==> config.mk <==
export PLATFORM = sky130hd
export DESIGN_NAME = wget_ctrl
export DESIGN_NICKNAME = d
export VERILOG_FILES = /design/src/rtl/core/wget_pkg.sv /design/src/rtl/core/wget_ctrl.sv
export SDC_FILE = /design/constraint.sdc
export NUM_CORES = 1
export LEC_CHECK = 0
export BUFFER_PORTS_ARGS = -buffer_cell sky130_fd_sc_hd__buf_2
export CAP_MARGIN = 10
export CORE_AREA = 2 2 39 41
export DETAILED_ROUTE_END_ITERATION = 16
export DIE_AREA = 0 0 41 43
export PLACE_DENSITY_LB_ADDON = 0.15
export RECOVER_POWER = 25
export SYNTH_ARGS = -nofsm -noshare
export SYNTH_HDL_FRONTEND = slang
export SYNTH_SLANG_ARGS = --single-unit
export TNS_END_PERCENT = 1
==> constraint.sdc <==
create_clock -name i_clk -period 1 [get_ports i_clk]
set_clock_uncertainty 0.1 [all_clocks]
set_input_delay 0.15 -clock i_clk [delete_from_list [all_inputs] [get_ports i_clk]]
set_output_delay 0.15 -clock i_clk [all_outputs]
set_load 0.01 [all_outputs]
==> src/rtl/core/wget_pkg.sv <==
// wget_pkg: shared constants, types and codes for the weighted graph edge table
// no dependencies; used by the interfaces and every module of the block
`default_nettype none

package wget_pkg;

    // graph geometry
    localparam int NUM_VERTICES = 16;
    localparam int VTX_W        = $clog2(NUM_VERTICES);
    localparam int ADDR_W       = 2 * VTX_W;
    localparam int NUM_EDGES    = NUM_VERTICES * NUM_VERTICES;

    // field widths
    localparam int ACT_W = 2;
    localparam int WGT_W = 32;
    localparam int CNT_W = $clog2(NUM_EDGES + 1);
    localparam int DEG_W = $clog2(NUM_VERTICES + 1);

    // action codes
    localparam logic [ACT_W-1:0] ACT_SET   = 2'd0;
    localparam logic [ACT_W-1:0] ACT_DEL   = 2'd1;
    localparam logic [ACT_W-1:0] ACT_FIRST = 2'd2;
    localparam logic [ACT_W-1:0] ACT_NEXT  = 2'd3;

    typedef logic [VTX_W-1:0]        t_vertex;
    typedef logic signed [WGT_W-1:0] t_weight;
    typedef logic [CNT_W-1:0]        t_count;
    typedef logic [DEG_W-1:0]        t_degree;
    typedef logic [NUM_VERTICES-1:0] t_row;

    // commands from the controller to the datapath
    typedef struct packed {
        logic take_item;
        logic exec;
        logic load_out;
    } t_cmd;

endpackage

`default_nettype wire

==> src/rtl/core/wget_ctrl.sv <==
// wget_ctrl: sequencer for accept, execute and result load, owns the handshakes
// depends on wget_pkg
`default_nettype none

module wget_ctrl (
    input  wire logic           i_clk,
    input  wire logic           i_rst_n,
    input  wire logic           i_in_valid,
    output      logic           o_in_ready,
    input  wire logic           i_out_ready,
    output      logic           o_out_valid,
    output      wget_pkg::t_cmd o_cmd
);

    localparam logic [1:0] S_IDLE = 2'd0;
    localparam logic [1:0] S_EXEC = 2'd1;
    localparam logic [1:0] S_LOAD = 2'd2;

    logic [1:0] r_state, n_state;
    logic       r_out_valid, n_out_valid;
    logic       out_free;
    logic       take;

    // result register can take a new value
    assign out_free   = !r_out_valid || i_out_ready;
    assign o_in_ready = (r_state == S_IDLE) || ((r_state == S_LOAD) && out_free);
    assign take       = i_in_valid && o_in_ready;

    // next state and commands
    always_comb begin
        n_state        = r_state;
        o_cmd.take_item = take;
        o_cmd.exec      = 1'b0;
        o_cmd.load_out  = 1'b0;
        case (r_state)
            S_IDLE: begin
                if (take) begin
                    n_state = S_EXEC;
                end
            end
            S_EXEC: begin
                o_cmd.exec = 1'b1;
                n_state    = S_LOAD;
            end
            S_LOAD: begin
                if (out_free) begin
                    o_cmd.load_out = 1'b1;
                    n_state        = take ? S_EXEC : S_IDLE;
                end
            end
            default: begin
                n_state = S_IDLE;
            end
        endcase
    end

    // output valid flag
    always_comb begin
        n_out_valid = r_out_valid;
        if (o_cmd.load_out) begin
            n_out_valid = 1'b1;
        end else if (i_out_ready) begin
            n_out_valid = 1'b0;
        end
    end

    always_ff @(posedge i_clk) begin
        if (!i_rst_n) begin
            r_state     <= S_IDLE;
            r_out_valid <= 1'b0;
        end else begin
            r_state     <= n_state;
            r_out_valid <= n_out_valid;
        end
    end

    assign o_out_valid = r_out_valid;

endmodule

`default_nettype wire

==> results.ini <==
[synth]
netlist.top_cell.by_area=dfxtp_1
synth-adder-area-share_pct=0
synth_xor_area_share_pct=0
synth_common_cells=buf_4 (3), dfxtp_1 (3)
synth_compound_area_share_pct=8.57
synth_nets=21
ys_ff_latch=3
yosysTopAreaCellShare_pct=34.3
synthArstFlopShare_pct=0
synth_cells=17
muxShareOfSynthArea_pct=0
synth_ff_type=dfxtp_1
synth.top_cells.by_area=dfxtp_1 (34%), buf_4 (13%), nor4bb_2 (9.3%), and4bb_2 (7.1%), and3b_1 (5.0%)
synth_simple_gate_area_share_pct=44.3
synth_edf_count=0
yosysUniqueCellTypes=13
synth_top_family_by_area=simple AND/OR/NAND/NOR gates
synth-seq-area-share_pct=34.3
ys_warn_count=0
synth_area_um2=175
synth_area_per_cell_um2=10.3

[grt]
grt_pass1_vias=167
overflow=0
grt_pass1_wl_um=648
grtUsageTotal_pct=6.12
grt_max_degree=7
antenna_found_initial=0

[detailed_routing]
route.met3.wl_um=42
vias=150
drt-total-wl_um=364
wl_per_cell_um=8.47
wl_met1_um=158
ant_nets=0
firstDrtPassIters=1
drt_iter0_drc=0
drc=0
highest_layer=met3
via_per_inst=3.49
wl_met2_um=163

[sta]
setup_tns_ns=-1.08
tightest_slew_ns=0.179
min_period_ns=1.31
finalSetupViolCount=5
hold_viol=0
period_share_pct=131
fmax_mhz=761
relSlewSlack_pct=87.9
timing.final.ws_setup_ns=-0.315
rsz0062_at_grt=yes
finalMaxSlewViolations=0

[critical_path]
crit_type=reg2out
critPathMaxFanout=4
worstSetupStartpointType=flop
max_stage_delay_ns=0.33
crit_slowest_cell=dfxtp_2
timing.rr.end=r_state[1]
rrSetupSlack_ns=-0.01
path_cells=or2b_4 > nor2b_1 > buf_2
worst_r2r_startpoint=r_state[1]
startpoint=o_out_valid
endpoint_kind=output port
crit_arrival_ns=1.06
crit_required_ns=0.75
endpoint=o_cmd[0]
r2r_cells=3

[worst_hold_path]
hold_class=in2reg

[power]
clockPowerShare_pct=54.5
leakage_nw=0.120
intPower_mw=0.303
netSwitchingPower_mw=0.0846
totalPowerFinal_mw=0.387
pwr-share-seq_pct=34.1
ir_drop_mv=0.358
swShare_pct=21.9
power_frac_comb_pct=11.4
p_per_area_nw_per_um2=1500

[floorplanning]
die_area_um2=1760
start_util_pct=12.7
core_um2=1380
die_h_um=43
rows=14
io_pins=9
die_w_um=41

[clocking]
cts_hold_buf=0
tritoncts=yes
worstSkewPairLatency_ns=0.23
cts_sinks=3
cts_root_buffer=clkbuf_4
cts_buffer_depth=2
cts.htree.levels=1
numCtsBuffers=3
clk_pin_slew_ns=0.04
post_cts_buffers=0

[place]
gp_congestion=0.647
dp_cells=39
port-buffer-count=8
postPlaceCellArea_um2=224
pre_cts_ws_ns=-0.0819

[final_layout]
syn_to_final_growth_pct=47.1
fin_nets=32
final_cells=43
design_area_um2=258
diodes=0
drive_gt1_share_pct=70.4

[flow_run]
maxCapViolCount=0

[run_status]
violations=negative setup slack
status=complete, but fails checks

-- repair_timing --
action / CTS / global route
setup endpoints to repair: 5 / 6
cloned: 0 / 0
gates resized for setup: 3 / 0
-- cells by family (layout without fill, tap and decap cells) --
family | after synthesis | in the layout
compound gates | 2 | 2
flops | 3 | 3
simple gates | 9 | 9
buf+inv | 3 | 13
-- critical path, delay by kind of cell, from the launching register on --
kind                   cells  cell delay (ns)
flip-flops                 1             0.33
AND/OR/NAND/NOR            2             0.38
buffers and inverters      1             0.13
-- registers in the layout (all words and copies together) (netlist names) --
signal and cells:
r_state 2, o_out_valid 1
-- metrics by stage --
stage | hold WS, ns | util (%)
after floorplan | 0.167 | -
after global placement | 0.293 | 16.2
after detailed placement | 0.298 | 16.2
after CTS | 0.0480 | 18.6
after global routing | 0.0630 | 18.6
final | 0.0549 | 18.6
-- power by group through the flow --
| stage | clock, mW | sequential [mW] | combinational, mW |
|---|---|---|---|
| after floorplan | 0 | 0.133 | 0.0311 |
| after global placement | 0 | 0.133 | 0.0442 |
| after detailed placement | 0 | 0.133 | 0.0440 |
| after CTS | 0.226 | 0.132 | 0.0453 |
| after global routing | 0.233 | 0.133 | 0.0492 |
| final | 0.211 | 0.132 | 0.0443 |
-- final cells by class --
class                      count  area, µm²
fill                         167       1130
tap                           16       20.0
clock buffer                   4       26.3
sequential                     3       62.6
timing repair buffer           9       47.5
multi-input combinational     11        101
-- metal layers --
metal | track usage [%] | vias to the layer above
li1 | - | 77
met1 | 5.79 | 66
met4 | 6.00 | 0
met5 | 0 | -
met3 | 5.24 | 0
met2 | 7.50 | 7
-- how the worst min path moves through the flow --
stage                 start  slack [ns]  cells past startpoint    endpoint
floorplan           i_rst_n        0.17                      1  r_state[1]
global placement    i_rst_n        0.29                      2  r_state[1]
detailed placement  i_rst_n        0.30                      2  r_state[1]
CTS                 i_rst_n        0.05                      2  r_state[1]
global route        i_rst_n        0.06                      2  r_state[1]
finish              i_rst_n        0.05                      2  r_state[1]
-- cells in the final DEF, fill, tap and decap left out --
cell type | Yosys | layout
buf_2 | 0 | 8
clkbuf_4 | 0 | 3
dfxtp_2 | 0 | 2
and2b_1 | 1 | 1
nand2b_1 | 1 | 1
or2b_4 | 0 | 1
nor2b_1 | 1 | 1
and3b_2 | 0 | 1
nor2_1 | 1 | 1
nor3b_2 | 0 | 1
a21boi_0 | 1 | 1
nor4bb_2 | 1 | 1
and4bb_2 | 1 | 1
o21a_1 | 1 | 1
clkbuf_1 | 0 | 1
buf_4 | 3 | 1
dfxtp_1 | 3 | 1
(Power assumes the default switching activity.)
